## src/rtl/fca_pkg.sv

```systemverilog
// Shared types, constants and the microcode table of the FAT chain allocator.
package fca_pkg;

   localparam int NUM_BLOCKS = 1024;
   localparam int ADDR_W     = $clog2(NUM_BLOCKS);
   localparam int PC_W       = 5;

   localparam logic [15:0] FREE_MARK = 16'h0000;
   localparam logic [15:0] END_MARK  = 16'hFFFF;
   localparam logic [15:0] BLK_LIMIT = 16'(NUM_BLOCKS);
   localparam logic [15:0] BLK_LAST  = 16'(NUM_BLOCKS - 1);

   localparam logic [1:0] OP_ALLOC = 2'd0;
   localparam logic [1:0] OP_FREE  = 2'd1;
   localparam logic [1:0] OP_READ  = 2'd2;
   localparam logic [1:0] OP_CLEAR = 2'd3;

   localparam logic [1:0] ST_OK    = 2'd0;
   localparam logic [1:0] ST_FULL  = 2'd1;
   localparam logic [1:0] ST_LOOP  = 2'd2;
   localparam logic [1:0] ST_RANGE = 2'd3;

   typedef struct packed {
      logic [1:0]  operation;
      logic [15:0] block;
   } req_type;

   typedef struct packed {
      logic [15:0] result_block;
      logic [15:0] freed_count;
      logic [1:0]  status;
   } rsp_type;

   typedef enum logic [3:0] {
      COND_NEXT,
      COND_ALWAYS,
      COND_BLK_OOR,
      COND_RD_ZERO,
      COND_NOT_LAST,
      COND_PTR_END,
      COND_PTR_OOR,
      COND_CNT_FULL,
      COND_BLK_ZERO
   } cond_type;

   typedef enum logic [2:0] {
      PTR_HOLD,
      PTR_ONE,
      PTR_ZERO,
      PTR_INC,
      PTR_LOAD_RD
   } ptr_op_type;

   typedef enum logic [1:0] {
      CNT_HOLD,
      CNT_INC
   } cnt_op_type;

   typedef enum logic [1:0] {
      WR_NONE,
      WR_PTR_FREE,
      WR_PTR_END,
      WR_BLK_LINK
   } wr_op_type;

   typedef enum logic [1:0] {
      RES_ZERO,
      RES_PTR,
      RES_RD
   } res_sel_type;

   typedef struct packed {
      cond_type         cond;
      logic [PC_W-1:0]  target;
      ptr_op_type       ptr_op;
      cnt_op_type       cnt_op;
      wr_op_type        wr_op;
      logic             emit;
      res_sel_type      res_sel;
      logic [1:0]       status;
   } ctrl_word_type;

   typedef struct packed {
      logic blk_oor;
      logic blk_zero;
      logic rd_zero;
      logic ptr_last;
      logic ptr_end;
      logic ptr_oor;
      logic cnt_full;
   } flags_type;

   // program addresses
   localparam logic [PC_W-1:0] PC_IDLE    = 5'd0;
   localparam logic [PC_W-1:0] PC_ALLOC   = 5'd1;
   localparam logic [PC_W-1:0] PC_A_TEST  = 5'd2;
   localparam logic [PC_W-1:0] PC_A_STEP  = 5'd3;
   localparam logic [PC_W-1:0] PC_A_FULL  = 5'd4;
   localparam logic [PC_W-1:0] PC_A_HIT   = 5'd5;
   localparam logic [PC_W-1:0] PC_A_LINK  = 5'd6;
   localparam logic [PC_W-1:0] PC_A_OK    = 5'd7;
   localparam logic [PC_W-1:0] PC_A_RANGE = 5'd8;
   localparam logic [PC_W-1:0] PC_FREE    = 5'd9;
   localparam logic [PC_W-1:0] PC_F_OOR   = 5'd10;
   localparam logic [PC_W-1:0] PC_F_CNT   = 5'd11;
   localparam logic [PC_W-1:0] PC_F_STEP  = 5'd12;
   localparam logic [PC_W-1:0] PC_F_OK    = 5'd13;
   localparam logic [PC_W-1:0] PC_F_RANGE = 5'd14;
   localparam logic [PC_W-1:0] PC_F_LONG  = 5'd15;
   localparam logic [PC_W-1:0] PC_READ    = 5'd16;
   localparam logic [PC_W-1:0] PC_R_OK    = 5'd17;
   localparam logic [PC_W-1:0] PC_R_RANGE = 5'd18;
   localparam logic [PC_W-1:0] PC_CLEAR   = 5'd19;
   localparam logic [PC_W-1:0] PC_C_LOOP  = 5'd20;
   localparam logic [PC_W-1:0] PC_C_DONE  = 5'd21;

   function automatic ctrl_word_type mk(input cond_type cond, input logic [PC_W-1:0] target,
                                        input ptr_op_type ptr_op, input cnt_op_type cnt_op,
                                        input wr_op_type wr_op, input logic emit,
                                        input res_sel_type res_sel, input logic [1:0] status);
      ctrl_word_type w;
      w.cond    = cond;
      w.target  = target;
      w.ptr_op  = ptr_op;
      w.cnt_op  = cnt_op;
      w.wr_op   = wr_op;
      w.emit    = emit;
      w.res_sel = res_sel;
      w.status  = status;
      return w;
   endfunction

   function automatic logic [PC_W-1:0] entry_pc(input logic [1:0] op);
      logic [PC_W-1:0] pc;
      case (op)
         OP_ALLOC: pc = PC_ALLOC;
         OP_FREE:  pc = PC_FREE;
         OP_READ:  pc = PC_READ;
         OP_CLEAR: pc = PC_CLEAR;
         default:  pc = PC_CLEAR;
      endcase
      return pc;
   endfunction

   // Emitting steps fall back to idle through an unconditional jump.
   function automatic ctrl_word_type ucode(input logic [PC_W-1:0] pc);
      ctrl_word_type w;
      case (pc)
         PC_ALLOC:   w = mk(COND_BLK_OOR, PC_A_RANGE, PTR_ONE, CNT_HOLD, WR_NONE, 1'b0,
                            RES_ZERO, ST_OK);
         PC_A_TEST:  w = mk(COND_RD_ZERO, PC_A_HIT, PTR_HOLD, CNT_HOLD, WR_NONE, 1'b0,
                            RES_ZERO, ST_OK);
         PC_A_STEP:  w = mk(COND_NOT_LAST, PC_A_TEST, PTR_INC, CNT_HOLD, WR_NONE, 1'b0,
                            RES_ZERO, ST_OK);
         PC_A_FULL:  w = mk(COND_ALWAYS, PC_IDLE, PTR_HOLD, CNT_HOLD, WR_NONE, 1'b1,
                            RES_ZERO, ST_FULL);
         PC_A_HIT:   w = mk(COND_BLK_ZERO, PC_A_OK, PTR_HOLD, CNT_HOLD, WR_PTR_END, 1'b0,
                            RES_ZERO, ST_OK);
         PC_A_LINK:  w = mk(COND_NEXT, PC_IDLE, PTR_HOLD, CNT_HOLD, WR_BLK_LINK, 1'b0,
                            RES_ZERO, ST_OK);
         PC_A_OK:    w = mk(COND_ALWAYS, PC_IDLE, PTR_HOLD, CNT_HOLD, WR_NONE, 1'b1,
                            RES_PTR, ST_OK);
         PC_A_RANGE: w = mk(COND_ALWAYS, PC_IDLE, PTR_HOLD, CNT_HOLD, WR_NONE, 1'b1,
                            RES_ZERO, ST_RANGE);
         PC_FREE:    w = mk(COND_PTR_END, PC_F_OK, PTR_HOLD, CNT_HOLD, WR_NONE, 1'b0,
                            RES_ZERO, ST_OK);
         PC_F_OOR:   w = mk(COND_PTR_OOR, PC_F_RANGE, PTR_HOLD, CNT_HOLD, WR_NONE, 1'b0,
                            RES_ZERO, ST_OK);
         PC_F_CNT:   w = mk(COND_CNT_FULL, PC_F_LONG, PTR_HOLD, CNT_HOLD, WR_NONE, 1'b0,
                            RES_ZERO, ST_OK);
         PC_F_STEP:  w = mk(COND_ALWAYS, PC_FREE, PTR_LOAD_RD, CNT_INC, WR_PTR_FREE, 1'b0,
                            RES_ZERO, ST_OK);
         PC_F_OK:    w = mk(COND_ALWAYS, PC_IDLE, PTR_HOLD, CNT_HOLD, WR_NONE, 1'b1,
                            RES_ZERO, ST_OK);
         PC_F_RANGE: w = mk(COND_ALWAYS, PC_IDLE, PTR_HOLD, CNT_HOLD, WR_NONE, 1'b1,
                            RES_ZERO, ST_RANGE);
         PC_F_LONG:  w = mk(COND_ALWAYS, PC_IDLE, PTR_HOLD, CNT_HOLD, WR_NONE, 1'b1,
                            RES_ZERO, ST_LOOP);
         PC_READ:    w = mk(COND_PTR_OOR, PC_R_RANGE, PTR_HOLD, CNT_HOLD, WR_NONE, 1'b0,
                            RES_ZERO, ST_OK);
         PC_R_OK:    w = mk(COND_ALWAYS, PC_IDLE, PTR_HOLD, CNT_HOLD, WR_NONE, 1'b1,
                            RES_RD, ST_OK);
         PC_R_RANGE: w = mk(COND_ALWAYS, PC_IDLE, PTR_HOLD, CNT_HOLD, WR_NONE, 1'b1,
                            RES_ZERO, ST_RANGE);
         PC_CLEAR:   w = mk(COND_NEXT, PC_IDLE, PTR_ZERO, CNT_HOLD, WR_NONE, 1'b0,
                            RES_ZERO, ST_OK);
         PC_C_LOOP:  w = mk(COND_NOT_LAST, PC_C_LOOP, PTR_INC, CNT_HOLD, WR_PTR_FREE, 1'b0,
                            RES_ZERO, ST_OK);
         PC_C_DONE:  w = mk(COND_ALWAYS, PC_IDLE, PTR_HOLD, CNT_HOLD, WR_NONE, 1'b1,
                            RES_ZERO, ST_OK);
         default:    w = mk(COND_NEXT, PC_IDLE, PTR_HOLD, CNT_HOLD, WR_NONE, 1'b0,
                            RES_ZERO, ST_OK);
      endcase
      return w;
   endfunction

endpackage

```

## src/rtl/fca_sequencer.sv

```systemverilog
// Step counter and microcode lookup of the FAT chain allocator.
module fca_sequencer (
   input  logic                   clock,
   input  logic                   reset,
   input  logic                   accept,
   input  logic [1:0]             operation,
   input  fca_pkg::flags_type     flags,
   output fca_pkg::ctrl_word_type ctrl,
   output logic                   busy
);
   import fca_pkg::*;

   logic [PC_W-1:0] upc_ff;
   logic [PC_W-1:0] upc_in;
   logic            take;

   assign ctrl = ucode(upc_ff);
   assign busy = (upc_ff != PC_IDLE);

   always_comb begin
      case (ctrl.cond)
         COND_NEXT:     take = 1'b0;
         COND_ALWAYS:   take = 1'b1;
         COND_BLK_OOR:  take = flags.blk_oor;
         COND_RD_ZERO:  take = flags.rd_zero;
         COND_NOT_LAST: take = !flags.ptr_last;
         COND_PTR_END:  take = flags.ptr_end;
         COND_PTR_OOR:  take = flags.ptr_oor;
         COND_CNT_FULL: take = flags.cnt_full;
         COND_BLK_ZERO: take = flags.blk_zero;
         default:       take = 1'b0;
      endcase
   end

   always_comb begin
      if (upc_ff == PC_IDLE) begin
         upc_in = accept ? entry_pc(operation) : PC_IDLE;
      end else if (take) begin
         upc_in = ctrl.target;
      end else begin
         upc_in = upc_ff + PC_W'(1);
      end
   end

   // reset starts the clearing pass
   always_ff @(posedge clock) begin
      if (reset) begin
         upc_ff <= PC_CLEAR;
      end else begin
         upc_ff <= upc_in;
      end
   end

endmodule

```

## config.mk

```make
export PLATFORM = sky130hd
export DESIGN_NAME = fca_sequencer
export DESIGN_NICKNAME = d
export VERILOG_FILES = /design/src/rtl/fca_pkg.sv /design/src/rtl/fca_sequencer.sv
export SDC_FILE = /design/constraint.sdc
export NUM_CORES = 1
export LEC_CHECK = 0
export CORE_MARGIN = 4
export CORE_UTILIZATION = 55
export CTS_CLUSTER_SIZE = 28
export DETAILED_ROUTE_END_ITERATION = 8
export DONT_BUFFER_PORTS = 1
export PLACE_DENSITY = 0.8
export SYNTH_ARGS = -nofsm -noshare
export SYNTH_HDL_FRONTEND = slang
export SYNTH_SLANG_ARGS = --single-unit
```

## constraint.sdc

```tcl
create_clock -name clock -period 5.6 [get_ports clock]
set_input_delay 0.84 -clock clock [delete_from_list [all_inputs] [get_ports clock]]
set_output_delay 0.84 -clock clock [all_outputs]
set_load 0.02 [all_outputs]
```

==> impl_metrics.py <==
metrics = {
    "outcome": {
        "outcome": "completed",
    },
    "cts": {
        "clk_pin_slew_ns": 0.14,
        "cts_tree": "built",
        "cts_resized": 0,
        "postCtsSetupBuffers": 0,
        "clk_latency_ns": 0.31,
        "cts-root-buf": "clkbuf_4",
        "htreeDepth": 1,
        "ctsHoldBuffers": 0,
        "numCtsBuffers": 3,
        "max-clock-path-buffers": 2,
        "cts_num_sinks": 24,
    },
    "layout": {
        "drive_above_1_share": 0.07742,
        "area_growth_pct": 2.298,
        "postLayoutCoreUtil": 0.6119,
        "nNetsFinal": 178,
        "insertedDiodeCount": 0,
    },
    "drt": {
        "routed_wl_um": 3186,
        "firstDrtPassIters": 6,
        "num_vias": 1178,
        "route.detailed.drc": 0,
        "drt.antenna.violating_nets": 0,
        "avgRoutedWirePerCell_um": 17.41,
        "drt_iter0_drc": 108,
        "vias_per_cell": 6.437,
    },
    "critical_path": {
        "r2r_start": "ctrl[19]",
        "ff2ff_path_depth": 11,
        "regToRegSetupSlack_ns": 1.65,
        "end_kind": "flop",
        "cp.required_ns": 5.81,
        "worstPathArrival_ns": 4.17,
        "crit_fanout": 10,
        "r2r_end": "ctrl[17]",
        "start_kind": "flop",
        "crit_type": "flop to flop",
    },
    "power_and_ir_drop": {
        "totalPowerFinal_w": 0.0009409,
        "irDropWorstVdd_mv": 0.3325,
        "total_leakage_power_nw": 0.5748,
        "power_density_mw_per_mm2": 675.7,
    },
    "timing": {
        "slew_headroom": 0.4238,
        "finalCriticalPeriod_ns": 3.951,
        "fin_ws_ns": 1.649,
        "finalCritPeriodShare": 0.7056,
        "fmax_mhz": 253.1,
        "setup_viol": 0,
        "tns_ns": 0,
        "rsz0062_at_grt": "no",
        "drv_slew": 0,
        "tightest_slew_ns": 0.8552,
        "hold_viol": 0,
        "finalClockSkew_ns": 0.01332,
    },
    "synth": {
        "synth_warnings": 0,
        "synth_area_leaders": "dfxtp_1 (35%), ha_1 (9.2%), o21ai_0 (4.8%)",
        "synth-edff-count": 0,
        "async_flop_share": 0,
        "syn-num-nets": 183,
        "synth_cell_type_count": 46,
        "synth_ff_type": "dfxtp_1",
        "synth_top_cell_by_area": "dfxtp_1",
        "synth_top_area_frac": 0.3529,
        "postSynthAreaPerCell_um2": 8.455,
        "syn_inst": 161,
        "ys_seq_area_frac": 0.3529,
        "syn_area_mm2": 0.001361,
        "ys_ff_latch": 24,
    },
    "placed_design": {
        "portBuffers": 0,
        "gp_congestion": 0.9872,
        "place_ws_ns": 1.479,
        "hpwl_um": 2292,
    },
    "floorplan": {
        "die_w_um": 57.75,
        "die_area_mm2": 0.003335,
        "num_io_pins": 34,
        "core_mm2": 0.002276,
        "initial_core_util": 0.5981,
        "die_h_um": 57.75,
        "row_count": 17,
    },
    "grt": {
        "antenna_found_initial": 0,
        "grt_overflow_total": 0,
        "grt_pass1_wl_um": 5216,
        "grt_max_degree": 18,
        "grt_usage": 0.1965,
        "grt_pass1_vias": 1189,
    },
    "worst_hold_path": {
        "min_path_type": "input pin to flop",
        "min_to": "upc_ff[0]",
        "hold_depth": 2,
        "hold_start": "reset",
    },
    "job": {
        "cap_violations": 0,
    },
}
-- worst max-delay path, cell delays in order (launching register included) --
cell and delay, ns:
dfxtp_1 0.58, nor3b_1 0.29, a2111oi_2 0.08, a31oi_1 0.33, or2_0 0.35, o21ai_0 0.16, o21ai_0 0.69, inv_1 0.27
ha_1 0.48, and3_1 0.21, a2111oi_0 0.28, o21ai_1 0.12
-- kinds of logic (layout without fill, tap and decap cells) --
logic type	Yosys count	count (layout)	share of synthesized area
buffers and inverters	21	15	0.07536
XOR/XNOR	3	3	0.01930
other	1	1	0.002755
AND/OR/NAND/NOR	55	55	0.2077
adder cells (fa/ha/maj)	10	10	0.09191
flip-flops	24	24	0.3529
AO/OA/AOI/OAI	42	42	0.2123
multiplexers	5	5	0.03768
-- synth_stat cells, types with 2 or more instances --
| library cell | instances |
|---|---|
| dfxtp_1 | 24 |
| a21oi_1 | 8 |
| buf_2 | 3 |
| o21ai_0 | 13 |
| mux2i_1 | 4 |
| ha_1 | 10 |
| nand2_1 | 11 |
| buf_4 | 4 |
| clkbuf_1 | 3 |
| and3_1 | 5 |
| nor3_1 | 8 |
| a31oi_1 | 4 |
| o21ai_1 | 2 |
| xnor2_1 | 2 |
| o211ai_1 | 2 |
| nor3b_1 | 2 |
| nand3b_1 | 2 |
| nand3_1 | 5 |
| nor2_1 | 14 |
| inv_1 | 9 |
-- worst max-delay path by stage --
stage,from,endpoint,depth (start not counted)
2_1_floorplan,flags[2],ctrl[17],13
3_3_place_gp,flags[2],ctrl[17],11
3_5_place_dp,flags[2],ctrl[17],11
4_1_cts,ctrl[19],ctrl[17],11
5_1_grt,ctrl[19],ctrl[17],11
6_report,ctrl[19],ctrl[17],11
-- state kept, by name, summed over array words and instances, names as in the netlist --
signal and count:
ctrl 19, upc_ff 5
-- metal layers --
metal / track usage / share of wire / vias up
met1: 0.2371 / 0.40 / 552
met3: 0.03563 / 0.077 / 10
met4: 0.07947 / 0.025 / 0
met2: 0.3419 / 0.50 / 59
li1: - / - / 557
met5: 0 / 0 / -
-- cell type report --
cell class                 count  area, um2
fill                         219      883.3
multi-input combinational    116      778.2
tap                           28      35.03
clock buffer                   3      22.52
clock inverter                 1      30.03
inverter                      11      46.29
sequential                    24      480.5
-- through the flow --
step / cell area (um2) / instances / hold slack (ns)
final: 1393 / 183 / 0.6519
after global routing: 1393 / 183 / 0.6300
after CTS: 1393 / 183 / 0.6447
after detailed placement: 1340 / 179 / 0.6402
after global placement: 1340 / 179 / 0.6336
after floorplan: 1361 / 161 / 0.5920
-- placed cells by master, fill, tap and decap left out, types with 2 or more instances in the layout --
cell type   n
dfxtp_1    24
xnor2_1     2
o21ai_0    13
nor3_1      8
nand3b_1    2
nand3_1     5
o21ai_1     2
o211ai_1    2
mux2i_1     4
nor3b_1     2
clkbuf_4    3
a31oi_1     4
ha_1       10
and3_1      5
nor2_1     14
a21oi_1     8
inv_1       9
nand2_1    11
-- where the power goes --
group | total, W | internal [W] | switching (W) | leakage, nW
registers | 0.000331 | 0.000234 | 0.0000973 | 0.197
logic | 0.000486 | 0.000174 | 0.000312 | 0.350
clock network | 0.000124 | 0.0000723 | 0.0000514 | 0.0279
Note: power is estimated with default switching activity, not from simulation.
